`config.mk`:
```
export PLATFORM = sky130hd
export DESIGN_NAME = wavelength_to_rgb_unit
export DESIGN_NICKNAME = d
export VERILOG_FILES = /design/src/hw/rtl/w2rgb_pkg.sv /design/src/hw/rtl/w2rgb_decode.sv /design/src/hw/rtl/w2rgb_chan.sv /design/src/hw/rtl/wavelength_to_rgb_unit.sv
export VERILOG_INCLUDE_DIRS = /design/src /design/src/hw/rtl
export SDC_FILE = /design/constraint.sdc
export NUM_CORES = 2
export LEC_CHECK = 0
export BUFFER_PORTS_ARGS = -buffer_cell sky130_fd_sc_hd__buf_2
export CAP_MARGIN = 5
export CORE_ASPECT_RATIO = 1.4
export CORE_MARGIN = 1.5
export CORE_UTILIZATION = 65
export CTS_BUF_LIST = sky130_fd_sc_hd__clkbuf_2 sky130_fd_sc_hd__clkbuf_4 sky130_fd_sc_hd__clkbuf_8
export CTS_CLUSTER_DIAMETER = 120
export CTS_CLUSTER_SIZE = 25
export DETAILED_ROUTE_END_ITERATION = 10
export GPL_TIMING_DRIVEN = 0
export MAX_ROUTING_LAYER = met4
export PLACE_DENSITY = 0.88
export SYNTH_ARGS = -nofsm -noshare
export SYNTH_HDL_FRONTEND = slang
export SYNTH_SLANG_ARGS = --single-unit
export TNS_END_PERCENT = 100
```
`constraint.sdc`:
```
create_clock -name clk -period 7.3 [get_ports clk]
set_input_delay 0 -clock clk [delete_from_list [all_inputs] [get_ports clk]]
set_output_delay 0 -clock clk [all_outputs]
set_load 0.01 [all_outputs]
```
`src/hw/rtl/wavelength_to_rgb_unit_defines.svh`:
```
// ----------------------------------------------------------------------------
// Wavelength to RGB assertion macros
// Shared concurrent assertion forms, clocked on clk and disabled in reset.
// ----------------------------------------------------------------------------
`ifndef WAVELENGTH_TO_RGB_UNIT_DEFINES_SVH
`define WAVELENGTH_TO_RGB_UNIT_DEFINES_SVH

// Same-cycle implication.
`define W2RGB_ASSERT_SAME(label, ante, cons) \
	label: assert property (@(posedge clk) disable iff (!arst_n) (ante) |-> (cons)) \
		else $error("wavelength_to_rgb_unit: same-cycle check failed");

// Next-cycle implication.
`define W2RGB_ASSERT_NEXT(label, ante, cons) \
	label: assert property (@(posedge clk) disable iff (!arst_n) (ante) |=> (cons)) \
		else $error("wavelength_to_rgb_unit: next-cycle check failed");

`endif

```
`src/hw/rtl/w2rgb_pkg.sv`:
```
// ----------------------------------------------------------------------------
// Wavelength to RGB package
// Widths, hue segment codes, per-segment constants and pipeline enables.
// ----------------------------------------------------------------------------
package w2rgb_pkg;

	localparam int WL_W    = 10;  // wavelength width
	localparam int CN_W    = 7;   // channel numerator, at most 70
	localparam int INT_W   = 10;  // intensity numerator over 800
	localparam int PROD_W  = 16;  // numerator times intensity, at most 56000
	localparam int SUM_W   = 22;  // scaled and biased sum
	localparam int QUOT_W  = 17;  // sum divided by 32
	localparam int RECIP_W = 24;  // reciprocal constant width
	localparam int RECIP_K = 26;  // reciprocal shift
	localparam int MUL_W   = QUOT_W + RECIP_W;
	localparam int CH_W    = 8;

	localparam logic [2:0] SEG_VIOLET = 3'd0;  // 380 to 440
	localparam logic [2:0] SEG_BLUE   = 3'd1;  // up to 490
	localparam logic [2:0] SEG_CYAN   = 3'd2;  // up to 510
	localparam logic [2:0] SEG_GREEN  = 3'd3;  // up to 580
	localparam logic [2:0] SEG_ORANGE = 3'd4;  // up to 645
	localparam logic [2:0] SEG_RED    = 3'd5;  // up to 780

	typedef struct packed {
		logic s1;
		logic s2;
		logic s3;
		logic s4;
	} pipe_en_t;

	// Segment denominator of the channel fraction.
	function automatic logic [CN_W-1:0] seg_den(input logic [2:0] seg);
		logic [CN_W-1:0] d;
		unique case (seg)
			SEG_VIOLET: d = 7'd60;
			SEG_BLUE:   d = 7'd50;
			SEG_CYAN:   d = 7'd20;
			SEG_GREEN:  d = 7'd70;
			SEG_ORANGE: d = 7'd65;
			default:    d = 7'd1;
		endcase
		return d;
	endfunction

	// ceil(2^26 / (5 * den)); exact floor division for quotients below 2^17.
	function automatic logic [RECIP_W-1:0] seg_recip(input logic [2:0] seg);
		logic [RECIP_W-1:0] m;
		unique case (seg)
			SEG_VIOLET: m = 24'd223697;
			SEG_BLUE:   m = 24'd268436;
			SEG_CYAN:   m = 24'd671089;
			SEG_GREEN:  m = 24'd191740;
			SEG_ORANGE: m = 24'd206489;
			default:    m = 24'd13421773;
		endcase
		return m;
	endfunction

endpackage

```
`src/hw/rtl/w2rgb_decode.sv`:
```
// ----------------------------------------------------------------------------
// Wavelength to RGB segment decode
// First stage: picks the hue segment, the three channel numerators and the
// intensity numerator, and registers them.
// ----------------------------------------------------------------------------
module w2rgb_decode (
	input  logic                              clk,
	input  logic                              en,
	input  logic [w2rgb_pkg::WL_W-1:0]        wavelength_nm,
	output logic [2:0]                        seg_s1,
	output logic [w2rgb_pkg::CN_W-1:0]        rn_s1,
	output logic [w2rgb_pkg::CN_W-1:0]        gn_s1,
	output logic [w2rgb_pkg::CN_W-1:0]        bn_s1,
	output logic [w2rgb_pkg::INT_W-1:0]       inten_s1
);

	logic                           black;
	logic [2:0]                     seg;
	logic [w2rgb_pkg::CN_W-1:0]     rn, gn, bn;
	logic [w2rgb_pkg::INT_W-1:0]    inten;
	logic [w2rgb_pkg::WL_W-1:0]     d440, d_w440, d510, d_w510, d645, d780, d_w380;

	assign d440   = 10'd440 - wavelength_nm;
	assign d_w440 = wavelength_nm - 10'd440;
	assign d510   = 10'd510 - wavelength_nm;
	assign d_w510 = wavelength_nm - 10'd510;
	assign d645   = 10'd645 - wavelength_nm;
	assign d780   = 10'd780 - wavelength_nm;
	assign d_w380 = wavelength_nm - 10'd380;

	assign black = (wavelength_nm < 10'd380) || (wavelength_nm > 10'd780);

	always_comb begin
		if (wavelength_nm <= 10'd440) begin
			seg = w2rgb_pkg::SEG_VIOLET;
			rn  = d440[w2rgb_pkg::CN_W-1:0];
			gn  = '0;
			bn  = 7'd60;
		end else if (wavelength_nm <= 10'd490) begin
			seg = w2rgb_pkg::SEG_BLUE;
			rn  = '0;
			gn  = d_w440[w2rgb_pkg::CN_W-1:0];
			bn  = 7'd50;
		end else if (wavelength_nm <= 10'd510) begin
			seg = w2rgb_pkg::SEG_CYAN;
			rn  = '0;
			gn  = 7'd20;
			bn  = d510[w2rgb_pkg::CN_W-1:0];
		end else if (wavelength_nm <= 10'd580) begin
			seg = w2rgb_pkg::SEG_GREEN;
			rn  = d_w510[w2rgb_pkg::CN_W-1:0];
			gn  = 7'd70;
			bn  = '0;
		end else if (wavelength_nm <= 10'd645) begin
			seg = w2rgb_pkg::SEG_ORANGE;
			rn  = 7'd65;
			gn  = d645[w2rgb_pkg::CN_W-1:0];
			bn  = '0;
		end else begin
			seg = w2rgb_pkg::SEG_RED;
			rn  = 7'd1;
			gn  = '0;
			bn  = '0;
		end

		if (wavelength_nm >= 10'd700) begin
			inten = 10'd240 + 10'(d780 * 10'd7);
		end else if (wavelength_nm < 10'd420) begin
			inten = 10'd240 + 10'(d_w380 * 10'd14);
		end else begin
			inten = 10'd800;
		end

		// Out of band: zero numerators round to zero in every segment.
		if (black) begin
			rn = '0;
			gn = '0;
			bn = '0;
		end
	end

	always_ff @(posedge clk) begin
		if (en) begin
			seg_s1   <= seg;
			rn_s1    <= rn;
			gn_s1    <= gn;
			bn_s1    <= bn;
			inten_s1 <= inten;
		end
	end

endmodule

```
`src/hw/rtl/w2rgb_chan.sv`:
```
// ----------------------------------------------------------------------------
// Wavelength to RGB channel scaler
// Stages two to four of one channel: numerator times intensity, scale by 255
// with the rounding bias, then divide by the segment denominator through a
// reciprocal multiply.
// ----------------------------------------------------------------------------
module w2rgb_chan (
	input  logic                              clk,
	input  w2rgb_pkg::pipe_en_t               en,
	input  logic [2:0]                        seg_s1,
	input  logic [w2rgb_pkg::CN_W-1:0]        cn_s1,
	input  logic [w2rgb_pkg::INT_W-1:0]       inten_s1,
	output logic [w2rgb_pkg::CH_W-1:0]        chan_s4
);

	logic [2:0]                       seg_s2, seg_s3;
	logic [w2rgb_pkg::PROD_W-1:0]     prod_s2;
	logic [w2rgb_pkg::QUOT_W-1:0]     quot_s3;
	logic [w2rgb_pkg::SUM_W-1:0]      sum;
	logic [w2rgb_pkg::MUL_W-1:0]      mul;

	// Round half up: (p * 255 + 400 * den) / (800 * den), reduced by 5.
	assign sum = w2rgb_pkg::SUM_W'(prod_s2) * w2rgb_pkg::SUM_W'(51)
		+ w2rgb_pkg::SUM_W'(w2rgb_pkg::seg_den(seg_s2)) * w2rgb_pkg::SUM_W'(80);

	assign mul = w2rgb_pkg::MUL_W'(quot_s3)
		* w2rgb_pkg::MUL_W'(w2rgb_pkg::seg_recip(seg_s3));

	always_ff @(posedge clk) begin
		if (en.s2) begin
			seg_s2  <= seg_s1;
			prod_s2 <= w2rgb_pkg::PROD_W'(cn_s1) * w2rgb_pkg::PROD_W'(inten_s1);
		end
		if (en.s3) begin
			seg_s3  <= seg_s2;
			quot_s3 <= sum[w2rgb_pkg::SUM_W-1:5];
		end
		if (en.s4) begin
			chan_s4 <= mul[w2rgb_pkg::RECIP_K+w2rgb_pkg::CH_W-1:w2rgb_pkg::RECIP_K];
		end
	end

endmodule

```
`src/hw/rtl/wavelength_to_rgb_unit.sv`:
```
// ----------------------------------------------------------------------------
// Wavelength to RGB unit
// Converts a wavelength in nanometres into an 8-bit red, green, blue triple.
// ----------------------------------------------------------------------------
// The unit takes one request per clock while in_stall is low and returns its
// color through a four-stage pipeline: segment decode, numerator times
// intensity, scaling with the rounding bias, and a reciprocal multiply that
// divides by the segment denominator. Each stage holds its own valid bit and
// loads whenever it is empty or the stage after it moves, so bubbles close up
// under output stall and a new request is taken while a finished color waits.
// Wavelengths below 380 or above 780 give black.
`include "wavelength_to_rgb_unit_defines.svh"

module wavelength_to_rgb_unit (
	input  logic                              clk,
	input  logic                              arst_n,
	input  logic                              in_valid,
	output logic                              in_stall,
	input  logic [w2rgb_pkg::WL_W-1:0]        wavelength_nm,
	output logic                              out_valid,
	input  logic                              out_stall,
	output logic [w2rgb_pkg::CH_W-1:0]        red,
	output logic [w2rgb_pkg::CH_W-1:0]        green,
	output logic [w2rgb_pkg::CH_W-1:0]        blue
);

	w2rgb_pkg::pipe_en_t              en;
	logic                             v_s1, v_s2, v_s3, v_s4;
	logic [2:0]                       seg_s1;
	logic [w2rgb_pkg::CN_W-1:0]       rn_s1, gn_s1, bn_s1;
	logic [w2rgb_pkg::INT_W-1:0]      inten_s1;

	assign en.s4 = !v_s4 || !out_stall;
	assign en.s3 = !v_s3 || en.s4;
	assign en.s2 = !v_s2 || en.s3;
	assign en.s1 = !v_s1 || en.s2;

	assign in_stall  = !en.s1;
	assign out_valid = v_s4;

	always_ff @(posedge clk or negedge arst_n) begin
		if (!arst_n) begin
			v_s1 <= 1'b0;
			v_s2 <= 1'b0;
			v_s3 <= 1'b0;
			v_s4 <= 1'b0;
		end else begin
			if (en.s1) v_s1 <= in_valid;
			if (en.s2) v_s2 <= v_s1;
			if (en.s3) v_s3 <= v_s2;
			if (en.s4) v_s4 <= v_s3;
		end
	end

	w2rgb_decode u_decode (
		.clk           (clk),
		.en            (en.s1),
		.wavelength_nm (wavelength_nm),
		.seg_s1        (seg_s1),
		.rn_s1         (rn_s1),
		.gn_s1         (gn_s1),
		.bn_s1         (bn_s1),
		.inten_s1      (inten_s1)
	);

	w2rgb_chan u_red (
		.clk      (clk),
		.en       (en),
		.seg_s1   (seg_s1),
		.cn_s1    (rn_s1),
		.inten_s1 (inten_s1),
		.chan_s4  (red)
	);

	w2rgb_chan u_green (
		.clk      (clk),
		.en       (en),
		.seg_s1   (seg_s1),
		.cn_s1    (gn_s1),
		.inten_s1 (inten_s1),
		.chan_s4  (green)
	);

	w2rgb_chan u_blue (
		.clk      (clk),
		.en       (en),
		.seg_s1   (seg_s1),
		.cn_s1    (bn_s1),
		.inten_s1 (inten_s1),
		.chan_s4  (blue)
	);

	// The input is held off only when every stage is occupied.
	`W2RGB_ASSERT_SAME(a_stall_only_full, in_stall, v_s1 && v_s2 && v_s3 && v_s4)
	// An accepted request lands in the first stage.
	`W2RGB_ASSERT_NEXT(a_accept_lands, in_valid && !in_stall, v_s1)
	// A request in the third stage moves to the output when it is free.
	`W2RGB_ASSERT_NEXT(a_s3_advances, v_s3 && !out_stall, v_s4)

endmodule
```
==> impl_results.md <==
- Gr ovfl total: 0
- Largest net degree at the start of global routing: 47
- Max Freq: about 0.13 GHz
- Number of synthesized flops with an enable pin: around 160
- Clock buffer count from CTS: 17
- DR vias/cell: 5.84
- Worst setup EP type: flop
- Seq/Total Area, Yosys: around 10%
- CTS tree: built
- Later-pin clock latency in the skew report: roughly 0.53 ns
- Worst Path Required: 7.60 ns
- Final worst setup slack: -0.262 ns
- Synth Net Count: between 7000 and 8000
- Final Max Tran Viols: 0
- CP startpoint kind: flop
- Starting density of the core: 65.8%
- Worst slew margin: between 10% and 20%
- Crit path kind: reg2reg
- CP Data Arrival Time: between 7 and 8 ns
- Fin util: a little over two thirds
- Slew @ Worst Pin: ~1.3 ns
- Gr usage total: between 40% and 50%
- Die Y: ~330 um
- TNS Setup: -1.12 ns
- Crit Path Max Fanout: 10
- Routed Antenna Nets: 0
- DR iter-0 viols: around 2600
- Reg clk slew, reported paths: 0.10 ns
- RSZ-0062 raised after global routing: true
- Area Overhead vs Synth: 6.16%
- Die area: between 70000 and 80000 um2
- Core Region: ~77000 um2
- DRC viols: 0
- FF+latch count, synth: ~170
- Total Wirelength: approximately 150000 um
- Status: complete, but fails checks
- Final-layout fill cell count: about 5700
- H-tree levels: 4
- Tmin final: 7.56 ns
- FF/Latch Area: 4990 um2
- Post-Syn Instances: 5433
- Detailed placement HPWL: between 100000 and 150000 um
- Yosys synthesis warning count: 0
- Violated checks: negative setup slack
- Vias in the first global route: approximately 42000
- Io pins: 40
- Port Buffers: 38
- Clk sinks: approximately 170
- Routed length per instance: 22.4 um
- GPL Wtd Cong: between 1 and 1.5
- Reported max-cap violation count: 0
- Fin crit share: 104%
- Distinct cells, synth: 73
- Worst hold path type: in2reg
- Via count: ~38000
- Syn Area/Cell: around 9.3 um2
- Multi-input gate area: approximately 40000 um2
- Clk root buf: clkbuf_8
- Layout Skew: ~0.017 ns
- Final net count: just over 7000
- Rows: 120
- Final setup vio count: 6
- TritonRoute pass-1 iters: 7
- CTS max path bufs: 2
- Fin. Hold Viols: 0
- Die Wd: 239 um
- Ys async rst share: roughly 2.4%
- Post-Syn Area: 50500 um2
- Main synth FF type: edfxtp_1
- Initial antenna violation count: 15
- Global-route wire length before repair: roughly 230000 um
- Share of post-route cells with drive strength above 1: around 5%
==> final timing paths <==
check	startpoint	end	slack [ns]	cells after the start
setup / recovery	u_blue.seg_s3[1]	u_green.chan_s4[1]	-0.26	25
hold / removal	out_stall	v_s3	0.06	4
setup reg to reg	u_blue.seg_s3[1]	u_green.chan_s4[1]	-0.26	25
hold reg to reg	v_s3	out_valid	0.47	1
max in group asynchronous	arst_n	out_valid	6.80	3
min in group asynchronous	arst_n	v_s1	0.34	3
==> area by class of cell <==
type                    instances  share of cell area [%]
multi-input cells            3666                    74.4
inverters                    1372                    9.61
flip-flops and latches        167                    9.32
well taps                    1037                    2.42
plain buffers                 222                    2.37
repair buffers                 73                    1.09
clock buffers                  18                   0.450
clock inverters                14                   0.282
diodes                         22                   0.103
==> synthesized netlist by cell type, types with 41 or more instances <==
cell type,instances,area (um2)
a21oi_1,108,541
and2_1,518,3240
clkbuf_1,202,758
edfxtp_1,163,4890
fa_1,1034,20700
ha_1,598,7480
inv_1,1371,5150
nand2_1,663,2490
nand3_1,42,210
nor2_1,96,360
nor3_1,41,205
o21ai_0,66,330
xnor2_1,148,1300
xor2_1,48,420
==> placed cells by master, fill, tap and decap left out, drive strengths merged, types with 12 or more instances in the layout <==
cell,n
a21oi,110
buf,130
or3,19
a21o,31
diode,22
nand2,663
nand2b,24
nand3,42
xnor2,148
a31oi,12
ha,598
a211oi,19
nor2,96
inv,1379
nor3,42
nand4,12
clkbuf,178
and2,518
fa,1034
xor2,48
o21ai,73
and3,35
edfxtp,163
nor2b,17
==> kinds of logic after synthesis <==
kind of cell             Yosys count  synth area share, %
AND/OR/NAND/NOR                 1496                 14.6
multiplexers                       1               0.0223
flip-flops                       167                 9.89
XOR/XNOR                         196                 3.40
buffers and inverters           1600                 11.9
adder cells (fa/ha/maj)         1632                 55.8
AO/OA/AOI/OAI                    341                 4.34
==> layer usage <==
layer / track usage (%) / share of wire, %
met1: 40.3 / 31
met2: 65.9 / 48
met3: 7.48 / 8.6
met4: 37.9 / 12
met5: - / 0
==> sequential cells by signal, summed over array words and instances (netlist names) <==
name / cells
u_blue.quot_s3: 17
u_green.quot_s3: 17
u_red.quot_s3: 17
u_blue.prod_s2: 16
u_green.prod_s2: 16
u_red.prod_s2: 16
u_decode.inten_s1: 10
u_blue.chan_s4: 8
u_green.chan_s4: 8
u_red.chan_s4: 8
u_decode.bn_s1: 7
u_decode.gn_s1: 7
u_decode.rn_s1: 7
u_blue.seg_s2: 3
u_blue.seg_s3: 3
u_decode.seg_s1: 3
out_valid: 1
v_s1: 1
v_s2: 1
v_s3: 1
==> per-stage QoR <==
step	area (um2)	setup slack (ns)	hold WS [ns]	cells
6_report	53600	-0.262	0.0558	6591
5_1_grt	53600	-0.167	0.100	6582
4_1_cts	53000	0.00614	0.0352	6554
3_5_place_dp	52100	-1.80	-0.192	6512
3_3_place_gp	52000	-1.69	-0.195	6508
2_1_floorplan	50500	0.656	-0.296	5433
==> repair_timing <==
item / 4_1_cts / 5_1_grt
pin swaps: 5 / 27
endpoints found under the hold margin: 6 / 0
buffers inserted: 6 / 18
cloned: 0 / 2
resized for setup: 169 / 162
hold buffers: 5 / 0
setup endpoints to repair: 24 / 22
==> worst max-delay path: stages, from the launching register on <==
cell,delay [ns]
edfxtp_1,0.45
buf_6,0.18
nor2b_4,0.39
buf_4,0.20
clkbuf_8,0.23
buf_6,0.25
nand2_1,0.10
fa_1,0.52
inv_1,0.06
fa_1,0.53
fa_1,0.59
fa_1,0.47
fa_1,0.53
inv_1,0.06
fa_1,0.48
inv_1,0.04
ha_1,0.26
nand4_1,0.23
buf_4,0.23
nor4_4,0.40
o22ai_2,0.17
a21oi_4,0.26
buf_6,0.14
o21a_1,0.13
nor2_2,0.06
xnor2_2,0.35
Power is left out: the tool's default activity adds up to more than one toggle a clock period on the data nets, which glitch-free logic cannot reach.
